[config.mk]
export PLATFORM = sky130hd
export DESIGN_NAME = lpbd_front
export DESIGN_NICKNAME = d
export VERILOG_FILES = /design/src/rtl/lpbd_pkg.sv /design/src/rtl/lpbd_front.sv
export SDC_FILE = /design/constraint.sdc
export NUM_CORES = 2
export LEC_CHECK = 0
export ABC_AREA = 1
export BUFFER_PORTS_ARGS = -buffer_cell sky130_fd_sc_hd__buf_4
export CAP_MARGIN = 10
export CELL_PAD_IN_SITES_DETAIL_PLACEMENT = 1
export CELL_PAD_IN_SITES_GLOBAL_PLACEMENT = 2
export CORE_MARGIN = 10
export CORE_UTILIZATION = 45
export DETAILED_ROUTE_END_ITERATION = 16
export PLACE_DENSITY_LB_ADDON = 0.1
export SYNTH_ARGS = -nofsm -noshare
export SYNTH_HDL_FRONTEND = slang
export SYNTH_SLANG_ARGS = --single-unit
[constraint.sdc]
create_clock -name clock -period 16 [get_ports clock]
set_input_delay 4.8 -clock clock [delete_from_list [all_inputs] [get_ports clock]]
set_output_delay 4.8 -clock clock [all_outputs]
set_load 0.05 [all_outputs]
[src/rtl/lpbd_pkg.sv]
package lpbd_pkg;

   localparam int DB_W     = 16;
   localparam int LVL_W    = 16;
   localparam int POS_W    = 48;
   localparam int THR_W    = 16;
   localparam int LEN_W    = 9;
   localparam int HOLD_W   = 16;
   localparam int CSR_W    = 16;
   localparam int DB_SCALE = 771;

   localparam int QDEPTH = 8;
   localparam int QCW    = $clog2(QDEPTH + 1);
   localparam int QAW    = $clog2(QDEPTH);

   localparam logic [THR_W-1:0]  THRESHOLD_RST = THR_W'(2560);
   localparam logic [LEN_W-1:0]  WINDOW_RST    = LEN_W'(16);
   localparam logic [LEN_W-1:0]  GUARD_RST     = LEN_W'(0);
   localparam logic [HOLD_W-1:0] HOLDOFF_RST   = HOLD_W'(0);

   typedef enum logic [1:0] {
      CSR_THRESHOLD = 2'd0,
      CSR_WINDOW    = 2'd1,
      CSR_GUARD     = 2'd2,
      CSR_HOLDOFF   = 2'd3
   } csr_index_type;

   typedef struct packed {
      logic [THR_W-1:0]  threshold;
      logic [LEN_W-1:0]  window;
      logic [LEN_W-1:0]  guard;
      logic [HOLD_W-1:0] holdoff;
   } cfg_type;

endpackage

[src/rtl/lpbd_front.sv]
module lpbd_front import lpbd_pkg::*; #(
   parameter int SAMPLE_BITS = 16
) (
   input  logic                          clock,
   input  logic                          reset,
   input  logic                          req_valid,
   output logic                          req_ready,
   input  logic signed [SAMPLE_BITS-1:0] req_sample_i,
   input  logic signed [SAMPLE_BITS-1:0] req_sample_q,
   input  logic [QCW-1:0]                q_count,
   output logic                          push,
   output logic [DB_W-1:0]               push_db
);

   localparam int PW   = 2 * SAMPLE_BITS;
   localparam int EW   = $clog2(PW);
   localparam int LGW  = EW + 8;
   localparam int MW   = LGW + 10;
   localparam int NST  = 6;
   localparam int CRW  = QCW + 1;

   logic [NST-1:0] vld_ff, vld_in;
   logic signed [SAMPLE_BITS-1:0] i_ff, q_ff;
   logic [PW-1:0] ii_ff, qq_ff, p3_ff, p4_ff, psum;
   logic [EW-1:0] e_ff, e_in;
   logic [LGW-1:0] lg_ff;
   logic [PW+7:0] shifted;
   logic [DB_W-1:0] db_ff;
   logic [MW-1:0] prod;
   logic accept;

   // credit: every beat in flight already owns a queue slot
   assign req_ready = (CRW'(q_count) + CRW'($countones(vld_ff))) < CRW'(QDEPTH);
   assign accept = req_valid & req_ready;
   assign vld_in = {vld_ff[NST-2:0], accept};

   assign psum = ii_ff + qq_ff;

   always_comb begin
      e_in = '0;
      for (int k = 0; k < PW; k++) begin
         if (p3_ff[k]) begin
            e_in = EW'(k);
         end
      end
   end

   assign shifted = ({8'd0, p4_ff} << 8) >> e_ff;
   assign prod = MW'(lg_ff) * MW'(DB_SCALE);

   always_ff @(posedge clock) begin
      if (reset) begin
         vld_ff <= '0;
      end else begin
         vld_ff <= vld_in;
      end
      if (accept) begin
         i_ff <= req_sample_i;
         q_ff <= req_sample_q;
      end
      ii_ff <= PW'(i_ff * i_ff);
      qq_ff <= PW'(q_ff * q_ff);
      p3_ff <= (psum == '0) ? PW'(1) : psum;
      p4_ff <= p3_ff;
      e_ff  <= e_in;
      lg_ff <= {e_ff, shifted[7:0]};
      db_ff <= DB_W'(prod >> 8);
   end

   assign push    = vld_ff[NST-1];
   assign push_db = db_ff;

endmodule

---- After elaboration in Yosys (flattened, before gate mapping) ----
Cells that the tools add are included.
storage, ports and cells
  register bits after elaboration ......... 199
  input bits .............................. 39
  output and inout port bits .............. 18
  word-level logic and storage cells ...... 62
cells by class
  $add $sub $neg .......................... 7
  $mul .................................... 3
  order comparisons ....................... 1
  shifts and indexed selects .............. 1
  mux-type cells .......................... 30
  bitwise logic cells ..................... 1
  reduce and logical (&&, ||, !) cells .... 5
operators with widths
  cell                    number
  $mul 16x16->32          2
  $mux 5                  12
  $shr 40x5->8            1
  $add 32x32->32          1
  $logic_not 32->1        1
  $mux 4                  8
  $mul 13x10->23 const B  1
  $reduce_or 16->1        1
  $mux 3                  4
  $mux 2                  4
  $reduce_or 8->1         1
  $add 1x1->2             3
  $add 4x4->5             1
  $lt 5x4->1 const B      1
  $add 3x2->4             1
  $reduce_or 4->1         1
  $add 2x2->3             1
  $mux 1                  2
  $reduce_or 2->1         1
  $and 1x1->1             1

---- Depth between registers and ports, before layout ----
  depth in word-level cells ............... 30
  depth in mapped cells ................... 30
  gate-level depth less buffers ........... 29

---- Worst setup path before layout ----
OpenSTA, ideal clock, no wires.
  path kind ............................... input to output
  start ................................... input q_count[0]
  end ..................................... output req_ready
  arrival time ............................ 7.010 ns
  required time ........................... 11.200 ns
  slack ................................... 4.190 ns
  cell stages on the path ................. 8
  buffers on the path ..................... 0
  cell sequence ........................... fa_1 > inv_1 > fa_1 > inv_1 > ha_1 > a21oi_1 > o21ai_0 > nor2_1
between the ends
  cells in the longest elaborated chain, start to end .. 2
ends and longest elaborated chain
  item         line              RTL
  from (decl)  lpbd_front.sv:10  input logic [QCW-1:0] q_count,
  $add 4x4->5  lpbd_front.sv:33  assign req_ready = (CRW'(q_count) + CRW'($countones(vld_ff))) < CRW'(QDEPTH);
  $lt 5x4->1   lpbd_front.sv:33
  to (decl)    lpbd_front.sv:7   output logic req_ready,
No other way between the ends.

---- Worst setup path after layout ----
Same ends and word-level chain as after synthesis.

==> summary.md <==
| Metric | Value |
|---|---|
| Asr flop ratio synth | `0%` |
| Clock root buffer master | `clkbuf_16` |
| Net count after synthesis | `between 3k and 4k` |
| Worst Tran Pin Value | `910.1 ps` |
| Largest net degree at the start of global routing | `37` |
| Drt drc | `0` |
| Crit path capture type | `output pin` |
| Worst Hold Class | `flip-flop to flip-flop` |
| Detail Placement HPWL | `55530 um` |
| Antenna viol nets, final | `0` |
| Initial Util | `between 40 and 50%` |
| Flops & latches, synth | `196` |
| Chip Width | `265.3 um` |
| Area Growth Syn to Fin | `6.184%` |
| CP Max Fanout | `3` |
| Row count | `89` |
| Post_cts resized | `0` |
| Register area | `0.004244 mm2` |
| GP Congestion | `0.8240` |
| Routed wire length | `64230 um` |
| Share of cells above drive strength 1 | `4.981%` |
| Initial antenna violation count | `0` |
| Syn avg cell area | `8.728 um2` |
| Clock Sinks | `196` |
| Pre-Repair DR Iteration Count | `4` |
| CTS tree | `yes` |
| RSZ-0062 raised after global routing | `false` |
| Final worst-path cycle share | `about 74%` |
| Worst min-delay path startpoint | `p3_ff[0]$_SDFF_PN1_` |
| Ys flop type | `dfxtp_1` |
| Multi-input gate area | `0.01917 mm2` |
| Max Root-Sink Buffers | `2` |
| Most common cell after layout, fill and taps aside | `inv_1` |
| Final core occ | `48.53%` |
| Maxcap violations | `0` |
| Vias in the first global route | `21.79k` |
| Die Y-Extent | `265.3 um` |
| Post-CTS Setup Inserts | `0` |
| Number of flops mapped to enable cells by yosys | `32` |
| IO Pins | `57` |
| H-tree levels | `4` |
| Vias post-DR | `19.02k` |
| Via-to-Cell Ratio | `around 4.9` |
| Num CTS Buffers | `17` |
| Yosys warnings | `0` |
| Final hold violations | `0` |
| Setup TNS | `0 ps` |
| NumNets Final | `between 3k and 4k` |
| Mapped cell area | `0.02707 mm2` |
| First-pass GRT wire length | `108500 um` |
| Sequential area share after synthesis | `15.68%` |
| Worst-path clk slew | `70 ps` |
| Max-slew violations | `0` |
| 1st-iter DRT viols | `580` |
| Fmax achieved | `0.08498 GHz` |
| Diodes inserted | `0` |
| Synth cell types | `55` |
| Critical path origin | `q_count[0]` |
| Std-Cell Core Area | `between 0.05 and 0.06 mm2` |
| Port buffer count | `55` |
| Final setup viols | `0` |
| Reg-to-Reg Start | `i_ff[9]$_DFFE_PP_` |
| Worst EP required | `11200 ps` |
| Setup Skew | `roughly 18 ps` |
| Fill cell count | `7007` |
| Worst skew pair latency | `490 ps` |
| Minimum clock period | `11770 ps` |
| Syn Inst Count | `3102` |
| Die area | `0.07037 mm2` |
| Worst Path Arrival | `6970 ps` |
| Grt ovf | `0` |
| Crit start category | `input port` |
| Most frequent cells in the layout | `inv_1, nand2_1, fa_1` |
| WL per Instance | `between 15 and 20 um` |
| Hold_buf cts | `0` |
| Slew margin rel. | `39.33%` |
| All-Layer GR Usage | `between 10% and 20%` |
| Status | `complete, no violations` |
| Crit Path Class | `input port to output pin` |
[routing by layer]
metal	track usage, %	vias up	share of wire (%)
met5	0	-	0
met4	4.395	0	1.4
met3	1.873	54	1.6
met2	35.10	122	52
met1	23.81	9702	45
li1	-	9144	-
[worst paths after layout]
check             slack (ps)                 to  depth (start not counted)
setup reg to reg        9630  ii_ff[29]$_DFF_P_                         22
setup / recovery        4230          req_ready                         10
hold reg to reg          350   p4_ff[0]$_DFF_P_                          0
hold / removal           350   p4_ff[0]$_DFF_P_                          0
[per-stage QoR]
stage / instance area (um2) / hold slack [ps] / std cells / setup WS (ps)
finish: 28750 / 349.1 / 3885 / 4232
CTS: 28750 / 352.6 / 3885 / 4213
detailed placement: 28200 / 339.9 / 3853 / 4228
floorplan: 27070 / 309.6 / 3102 / 4190
global placement: 28200 / 328.2 / 3853 / 4286
global route: 28750 / 353.8 / 3885 / 4023
[critical path, stage by stage]
cell and delay (ps):
buf_4 120, fa_1 530, inv_1 50, fa_1 470, inv_1 50, ha_1 260, a21oi_1 60, o21ai_0 350
nor2_1 80, buf_4 200
[synthesized netlist by cell type, types with 7 or more instances]
library cell | instances | area share, %
inv_2 | 7 | 0.097
nor2_1 | 95 | 1.3
fa_1 | 484 | 36
a31oi_1 | 9 | 0.21
nor3_1 | 8 | 0.15
ha_1 | 281 | 13
o21ai_1 | 10 | 0.18
a21oi_2 | 8 | 0.26
nand3_1 | 61 | 1.1
nand4_1 | 8 | 0.18
edfxtp_1 | 32 | 3.5
o21bai_1 | 7 | 0.19
xor2_1 | 95 | 3.1
clkbuf_1 | 83 | 1.2
o21ai_0 | 77 | 1.4
a21oi_1 | 121 | 2.2
nand2_1 | 533 | 7.4
a21o_1 | 8 | 0.22
inv_1 | 877 | 12
o21ai_2 | 11 | 0.36
xnor2_1 | 41 | 1.3
dfxtp_1 | 164 | 12
[registers in the layout (all words and copies together), names as in the netlist]
register,count
e_ff,5
i_ff,16
ii_ff,31
lg_ff,13
p3_ff,32
p4_ff,31
push_db,15
q_ff,16
qq_ff,31
vld_ff,6
[cells by family after synthesis]
group                      share of synthesized area [%]
AOI/OAI and AO/OA                                  6.697
xor gates and xnor gates                           4.400
adders and majority gates                          48.78
buffers and inverters                              13.53
DFF                                                15.68
muxes                                             0.1109
other                                            0.01385
and+or+nand+nor                                    10.80
[cell type report]
| type | count | share of cell area [%] |
|---|---|---|
| clock buffer | 20 | 1.554 |
| multi-input combinational | 1931 | 66.69 |
| clock inverter | 12 | 0.3395 |
| tap | 773 | 3.364 |
| timing repair buffer | 65 | 1.697 |
| inverter | 888 | 11.59 |
| sequential | 196 | 14.76 |
Power is left out: the tool's default activity adds up to more than one toggle a clock period on the data nets, which glitch-free logic cannot reach.
