===== config.mk =====
export PLATFORM = sky130hd
export DESIGN_NAME = lpbd_queue
export DESIGN_NICKNAME = d
export VERILOG_FILES = /design/src/rtl/lpbd_pkg.sv /design/src/rtl/lpbd_queue.sv
export SDC_FILE = /design/constraint.sdc
export NUM_CORES = 1
export LEC_CHECK = 0
export ABC_AREA = 1
export BUFFER_PORTS_ARGS = -buffer_cell sky130_fd_sc_hd__buf_4
export CORE_MARGIN = 3
export CORE_UTILIZATION = 53
export CTS_CLUSTER_SIZE = 16
export DETAILED_ROUTE_END_ITERATION = 16
export PLACE_DENSITY = 0.71
export SETUP_SLACK_MARGIN = 0.05
export SLEW_MARGIN = 15
export SYNTH_ARGS = -nofsm -noshare
export SYNTH_HDL_FRONTEND = slang
export SYNTH_SLANG_ARGS = --single-unit

===== constraint.sdc =====
create_clock -name clock -period 2.2 [get_ports clock]
set_input_delay 0.44 -clock clock [delete_from_list [all_inputs] [get_ports clock]]
set_output_delay 0.44 -clock clock [all_outputs]
set_load 0.05 [all_outputs]

===== src/rtl/lpbd_pkg.sv =====
package lpbd_pkg;

   localparam int DB_W     = 16;
   localparam int LVL_W    = 16;
   localparam int POS_W    = 48;
   localparam int THR_W    = 16;
   localparam int LEN_W    = 9;
   localparam int HOLD_W   = 16;
   localparam int CSR_W    = 16;
   localparam int DB_SCALE = 771;

   localparam int QDEPTH = 8;
   localparam int QCW    = $clog2(QDEPTH + 1);
   localparam int QAW    = $clog2(QDEPTH);

   localparam logic [THR_W-1:0]  THRESHOLD_RST = THR_W'(2560);
   localparam logic [LEN_W-1:0]  WINDOW_RST    = LEN_W'(16);
   localparam logic [LEN_W-1:0]  GUARD_RST     = LEN_W'(0);
   localparam logic [HOLD_W-1:0] HOLDOFF_RST   = HOLD_W'(0);

   typedef enum logic [1:0] {
      CSR_THRESHOLD = 2'd0,
      CSR_WINDOW    = 2'd1,
      CSR_GUARD     = 2'd2,
      CSR_HOLDOFF   = 2'd3
   } csr_index_type;

   typedef struct packed {
      logic [THR_W-1:0]  threshold;
      logic [LEN_W-1:0]  window;
      logic [LEN_W-1:0]  guard;
      logic [HOLD_W-1:0] holdoff;
   } cfg_type;

endpackage


===== src/rtl/lpbd_queue.sv =====
module lpbd_queue import lpbd_pkg::*; (
   input  logic            clock,
   input  logic            reset,
   input  logic            push,
   input  logic [DB_W-1:0] push_db,
   input  logic            pop,
   output logic [DB_W-1:0] pop_db,
   output logic            nonempty,
   output logic [QCW-1:0]  count
);

   logic [DB_W-1:0] slot_ff [QDEPTH];
   logic [QAW-1:0] wr_ptr_ff, rd_ptr_ff;
   logic [QCW-1:0] count_ff;

   always_ff @(posedge clock) begin
      if (reset) begin
         wr_ptr_ff <= '0;
         rd_ptr_ff <= '0;
         count_ff  <= '0;
      end else begin
         if (push) begin
            wr_ptr_ff <= wr_ptr_ff + QAW'(1);
         end
         if (pop) begin
            rd_ptr_ff <= rd_ptr_ff + QAW'(1);
         end
         count_ff <= count_ff + QCW'(push) - QCW'(pop);
      end
      if (push) begin
         slot_ff[wr_ptr_ff] <= push_db;
      end
   end

   assign pop_db   = slot_ff[rd_ptr_ff];
   assign nonempty = (count_ff != '0);
   assign count    = count_ff;

endmodule


### Word-level counts from Yosys, hierarchy flattened

Memory sizes are Yosys's and may differ from the RTL's. A register that Yosys moved wholly into a read port is not among the register bits.
Index checks and enable logic that the tools add are counted.
W data, S select, Z words.

| storage, ports and cells | value |
|---|---|
| bits in registers | 10 |
| RAM bits | 128 |
| input bits | 20 |
| output and inout port bits | 21 |
| word-level logic and storage cells | 13 |
| memories kept | 1 |

Memories:

| name | words | width | rd ports | clocked after memory_dff | write ports | RTL line | text |
|---|---|---|---|---|---|---|---|
| slot_ff | 8 | 16 | 1 | 1 | 1 | lpbd_queue.sv:12 | `logic [DB_W-1:0] slot_ff [QDEPTH];` |

| operators by class | value |
|---|---|
| $add $sub $neg | 4 |
| muxes and demuxes | 4 |
| reduce and logical (&&, ||, !) cells | 1 |

Operator list:

| cell | number |
|---|---|
| $add A3 B1 Y3 const B | 2 |
| $mux W3 | 2 |
| $add A4 B1 Y4 | 1 |
| $reduce_bool A4 Y1 | 1 |
| $sub A4 B1 Y4 | 1 |
| $mux W1 | 2 |

### Depth between registers and ports, before layout

Gate-level depths: netlist (run 1).

| logic depth | value |
|---|---|
| depth in word-level cells | 3 |
| depth in mapped cells | 9 |
| depth with buffers taken out | 9 |

### Least setup slack after synthesis (run 1)

Ideal clock, no wire load.

| timing | value |
|---|---|
| kind | register to register |
| from | register count_ff[0], in the netlist count[0] |
| to | register count_ff[2], in the netlist count[2] |
| library setup time | 119 ps |
| arrival time | 1798 ps |
| data required time | 2081 ps |
| path slack | 283 ps |
| stages on the path, launching flop included | 9 |
| buffers on the path | 0 |
| period minus slack after synthesis | 1917 ps |
| cells stage by stage | dfxtp_1 -> inv_1 -> ha_1 -> inv_1 -> ha_1 -> inv_1 -> fa_1 -> o21ai_0 -> a21oi_1 |

| on the way | value |
|---|---|
| word-level cells in the longest chain between the ends | 2 |

RTL lines:

| element | RTL line | text |
|---|---|---|
| start, declared | lpbd_queue.sv:14 | `logic [QCW-1:0] count_ff;` |
| start signal, assigned | lpbd_queue.sv:28 | `count_ff <= count_ff + QCW'(push) - QCW'(pop);` |
| $add A4 B1 Y4 | lpbd_queue.sv:28 |  |
| $sub A4 B1 Y4 | lpbd_queue.sv:28 |  |

No other way between the ends.
A chain may end at the register's enable or synchronous reset.

==> results of run 1 <==
==> worst max-delay path, delay by kind of cell (launching register included) <==
| family | cells | cell delay (ps) |
|---|---|---|
| DFF | 1 | 320 |
| and+or+nand+nor | 2 | 170 |
| buffers and inverters | 3 | 720 |
==> how the worst max path moves through the flow <==
stage          startpoint  slack, ps          to
2_1_floorplan    count[0]        280    count[2]
3_3_place_gp          pop        380    count[2]
3_5_place_dp          pop        370    count[2]
4_1_cts              flop         90  pop_db[10]
5_1_grt              flop         40   pop_db[7]
6_report             flop        150  pop_db[10]
==> layout make-up <==
class | instances | area (sq um)
Clock buffer | 30 | 524
Clock inverter | 2 | 10.0
Fill cell | 836 | 3900
Inverter | 146 | 548
Multi-Input combinational cell | 323 | 1400
Sequential cell | 141 | 4110
Tap cell | 140 | 175
Timing Repair Buffer | 58 | 513
==> where the power goes <==
| part | internal [uW] | switching, uW | leakage (uW) |
|---|---|---|---|
| logic | 349 | 754 | 0.00186 |
| clock network | 1590 | 956 | 0.000263 |
| registers | 3020 | 40.8 | 0.00127 |
==> layer usage <==
metal / wire length (microns) / GRT usage (%) / part of all wire (%) / vias to the layer above
met5: 0 / 0 / 0 / -
met4: 226 / 9.26 / 1.9 / 0
met3: 603 / 5.44 / 5.0 / 22
met2: 5800 / 32.9 / 48 / 103
met1: 5440 / 24.7 / 45 / 1888
li1: - / - / - / 2075
==> sequential cells by signal (all words and copies together), names as in the netlist, named ones only <==
name       cells
count          4
wr_ptr_ff      3
rd_ptr_ff      3
slot_ff      128
==> cells by family (layout without fill, tap and decap cells) <==
| logic type | after synthesis | count (layout) |
|---|---|---|
| simple gates | 303 | 303 |
| xor+xnor | 1 | 1 |
| compound gates | 11 | 11 |
| buf+inv | 169 | 236 |
| flops | 141 | 141 |
| fa+ha+maj | 8 | 8 |
==> layout by cell type (no fill, tap or decap), drive strengths merged, types with 2 or more instances in the layout <==
cell type / count
a21oi: 7
buf: 58
clkbuf: 30
clkinv: 2
dfxtp: 13
edfxtp: 128
ha: 7
inv: 146
nand2: 219
nand3: 67
nor2: 15
o21ai: 4
or2: 2
==> metrics by stage <==
| stage | utilization, % | power [uW] | cells |
|---|---|---|---|
| 2_1_floorplan | - | 3890 | 633 |
| 3_3_place_gp | 60.1 | 4180 | 808 |
| 3_5_place_dp | 60.1 | 4200 | 808 |
| 4_1_cts | 64.9 | 6750 | 840 |
| 5_1_grt | 65.1 | 6990 | 840 |
| 6_report | 65.1 | 6700 | 840 |
==> timing repair <==
action	CTS	global route
setup endpoints to repair	11	13
resized for setup	2	5
endpoints found under the hold margin	0	0
hold buffers	0	0
setup buffers	0	0
==> impl_metrics.ini, run 1 <==
[floorplan]
core_sq_um = 11200
dieArea_sq_um = 13100
fp.dieH_microns = 114
rows = 38
die-width_microns = 114
pin_count = 41
initial_core_util_pct = 55.7

[critical_path]
cp.arrival_ps = 1610
timing.rr.end = count[2]
crit_slowest_cell = dfxtp_1
worstPathMaxFanout = 10
setup.worst_path.class = reg2out
required_ps = 1760
slowest_delay_ps = 320
cp-start-kind = flop
endpoint_kind = output port
timing.rr.start = count[0]
worstPathCellList = inv_1 -> buf_4 -> nand2_1 -> nand2_1 -> buf_4
r2r_cells = 8
reg2reg_setup_slack_ps = 560

[place]
gp_congestion = 0.755
io_buffers = 40
place_ws_ps = 368
placed_area_sq_um = 6710
hpwl_microns = 6840

[route]
vias = 4088
drt_iter0_drc = 395
ant_nets = 0
post-route-drc-count = 0
routed_via_density = 4.87
wl_per_cell_microns = 14.4
first_pass_iters = 5
finalWirelength_microns = 12100

[clocking]
htree_levels = 4
clock_path_buffers = 2
cts-root-buf = clkbuf_16
clk_pin_slew_ps = 50
cts_buffers = 17
cts_tree = built
cts.sinks = 141
clk_latency_ps = 410

[synth]
synth_flop_cell = edfxtp_1
synth_edf_count = 128
synth-adder-area-share_pct = 1.73
synth_top_area_share_pct = 61.8
ys_warn_count = 0
synth.most_common_cell = nand2_1
synth_xor_area_share_pct = 0.141
synth_top_family_by_area = simple AND/OR/NAND/NOR gates
syn_area_per_cell_sq_um = 9.82
synthArstFlopShare_pct = 0
synth_simple_gate_area_share_pct = 19.7
ys_top_cells_by_area = edfxtp_1, nand2_1, inv_1
syn_area_sq_um = 6220
synth_compound_area_share_pct = 0.885
yosysSeqAreaShare_pct = 66.0
synth-seq-cells = 141
yosys-mux-area-fraction_pct = 0
syn_nets = 661
yosysUniqueCellTypes = 16
synth_common_cells = nand2_1, inv_1, edfxtp_1, nand3_1, nor2_1
synth_top_cell_by_area = edfxtp_1
synth_cells = 633

[global_route]
grt_max_degree = 44
grt_pass1_wl_microns = 19500
grt-ovfl-total = 0
grt.total_usage_pct = 20.0
grt_pass1_vias = 3994
antenna_found_initial = 0

[timing]
tightest_slew_ps = 442
hold_viol_final = 0
whs_ps = 232
slew_violations = 0
period_share_pct = 93.4
grt_setup_unrepaired = yes
setup_violations = 0
tns_ps = 0
final_critical_path_setup_slack_ps = 146
slew_headroom_pct = 70.5
period_minus_slack_ps = 2050
fin_skew_ps = 8.16
clock.fmax_ghz = 0.487

[layout]
n_antenna_cell = 0
fin_nets = 715
final_area_sq_um = 7270
areaGrowthSynthToFinish_pct = 17.0
drive_gt1_share_pct = 12.3

[power_and_ir_drop]
p_leak_uw = 0.00340
power_density_nw_per_um2 = 921
ir_worst_vdd_uv = 570

[min_path]
hold_depth = 2
hp-start = reset
holdPathEnd = count[0]
hold_path.class = in2reg

[outcome]
status = complete, no violations

[run]
maxCapViolations = 0
No activity file was read; power rests on OpenSTA's default activity.
==> run 2: changes to the inputs <==
--- a/config.mk
+++ b/config.mk
@@ -12,6 +12,7 @@
 export CTS_CLUSTER_SIZE = 16
 export DETAILED_ROUTE_END_ITERATION = 16
 export PLACE_DENSITY = 0.71
+export RECOVER_POWER = 100
 export SETUP_SLACK_MARGIN = 0.05
 export SLEW_MARGIN = 15
 export SYNTH_ARGS = -nofsm -noshare
==> run 2 against run 1 <==
Sequential power barely moved. Final cell count did not move. Clock-buffer cell count did not move. Sequential share of layout area rose by 1.0 points. Wire length fell by 0.44%. Critical endpoint is now pop_db[13]. Largest cell class unchanged. Setup slack got worse by 18 ps. Maximum frequency fell by 0.86%. Non-clock buffer count did not move. Core utilization fell by 1.2 points. First-iteration DRC count rose by 0.51%. Highest routed layer unchanged. Clock power barely moved.
==> impl_metrics.ini, run 2 (synthesized netlist as in run 1, its figures left out) <==
[global_route]
gr-usage-met2_pct = 32.9
grt_pass1_wl_microns = 19500
top_usage_layer = met2
antenna_found_initial = 0
grt.total_usage_pct = 20.0
grt_pass1_vias = 3994
use_met3_pct = 5.44
grt-ovfl-total = 0
grtUsageMet1_pct = 24.7
grt_max_degree = 44

[layout]
top_register = slot_ff
n_antenna_cell = 0
instances_no_fill = 840
drive_gt1_share_pct = 8.43
areaGrowthSynthToFinish_pct = 14.8
largest_reg_flops = 128
final_area_sq_um = 7140
fin_nets = 715
final_common_cell = nand2_1
fillers = 862
layout_common_cells = nand2_1, inv_1, edfxtp_1

[floorplan]
rows = 38
fp.dieH_microns = 114
pin_count = 41
core_sq_um = 11200
dieArea_sq_um = 13100
initial_core_util_pct = 55.7
die-width_microns = 114

[critical_path]
required_ps = 1760
cp.arrival_ps = 1630
r2r_cells = 3
timing.rr.start = wr_ptr_ff[0]
setup.worst_path.class = reg2out
reg2reg_setup_slack_ps = 160
worstPathMaxFanout = 10
endpoint_kind = output port
timing.rr.end = slot_ff[6][2]
cp-start-kind = flop

[place]
dp_cells = 808
gp_congestion = 0.755
io_buffers = 40
placed_area_sq_um = 6710
hpwl_microns = 6840

[run]
maxCapViolations = 0

[timing]
setup_violations = 0
clock.fmax_ghz = 0.483
hold_viol_final = 0
slew_violations = 0
whs_ps = 229
period_share_pct = 94.2
slew_headroom_pct = 22.6
grt_setup_unrepaired = yes
tns_ps = 0
period_minus_slack_ps = 2070
tightest_slew_ps = 1160
fin_skew_ps = 7.80

[route]
vias = 4126
routed_via_density = 4.91
drt_iter0_drc = 397
first_pass_iters = 5
post-route-drc-count = 0
ant_nets = 0
finalWirelength_microns = 12000
wl_per_cell_microns = 14.3

[min_path]
hp-start = reset
hold_depth = 2
hold_path.class = in2reg
holdPathEnd = count[0]

[power_and_ir_drop]
ir_worst_vdd_uv = 575
p_leak_uw = 0.00330
power_density_nw_per_um2 = 931

[outcome]
status = complete, no violations

[clocking]
post_cts_buffers = 0
cts_tree = built
clk_pin_slew_ps = 50
clock_path_buffers = 2
htree_levels = 4
cts-root-buf = clkbuf_16
cts.sinks = 141
cts_buffers = 17
clk_latency_ps = 410
run 2: cell count changes in the layout (fill, tap and decap cells not counted):
cell	delta
clkbuf_1	+26
clkbuf_4	+7
buf_6	+1
buf_4	-36
buf_12	-2
clkbuf_2	+4
buf_8	-1
dlymetal6s4s_1	+1
run 2: worst max path at each step:
stage / start / to / slack (ps) / cells past startpoint
floorplan: count[0] / count[2] / 280 / 8
CTS: flop / pop_db[10] / 90 / 7
global placement: pop / count[2] / 380 / 8
finish: flop / pop_db[13] / 130 / 5
global route: flop / pop_db[15] / 20 / 6
detailed placement: pop / count[2] / 370 / 8
run 2: where the power goes:
part	internal [uW]	switching [uW]	total, uW
Sequential	3020	39.7	3060
Combinational	302	750	1050
Clock	1590	954	2540
Total	4910	1740	6650
run 2: cell type report:
| class | instances | area, sq um | area share [%] |
|---|---|---|---|
| multi-input combinational | 323 | 1400 | 19.6 |
| inverter | 146 | 548 | 7.67 |
| timing repair buffer | 58 | 382 | 5.34 |
| clock buffer | 30 | 524 | 7.34 |
| sequential | 141 | 4110 | 57.5 |
| tap | 140 | 175 | 2.45 |
| clock inverter | 2 | 10.0 | 0.140 |
run 2: timing repair:
action                     CTS  global route
gates resized for setup      2             5
pin swaps                    0             0
hold buffers                 0             0
setup endpoints to repair   11            13
run 2: stage by stage:
step | power [uW] | util [%] | worst slack (ps)
finish | 6650 | 63.9 | 128
detailed placement | 4200 | 60.1 | 368
global placement | 4180 | 60.1 | 380
global route | 6940 | 63.9 | 17.9
CTS | 6750 | 64.9 | 88.7
floorplan | 3890 | - | 283
run 2: critical path: stages (launching register included):
cell and delay, ps:
dfxtp_1 320, inv_1 240, buf_4 280, nand2_1 80, nand2_1 70, clkbuf_4 230
run 2: layer usage:
metal,share of wire (%),vias up
met5,0,-
met3,5.9,25
li1,-,2076
met4,2.1,0
met2,48,119
met1,44,1906
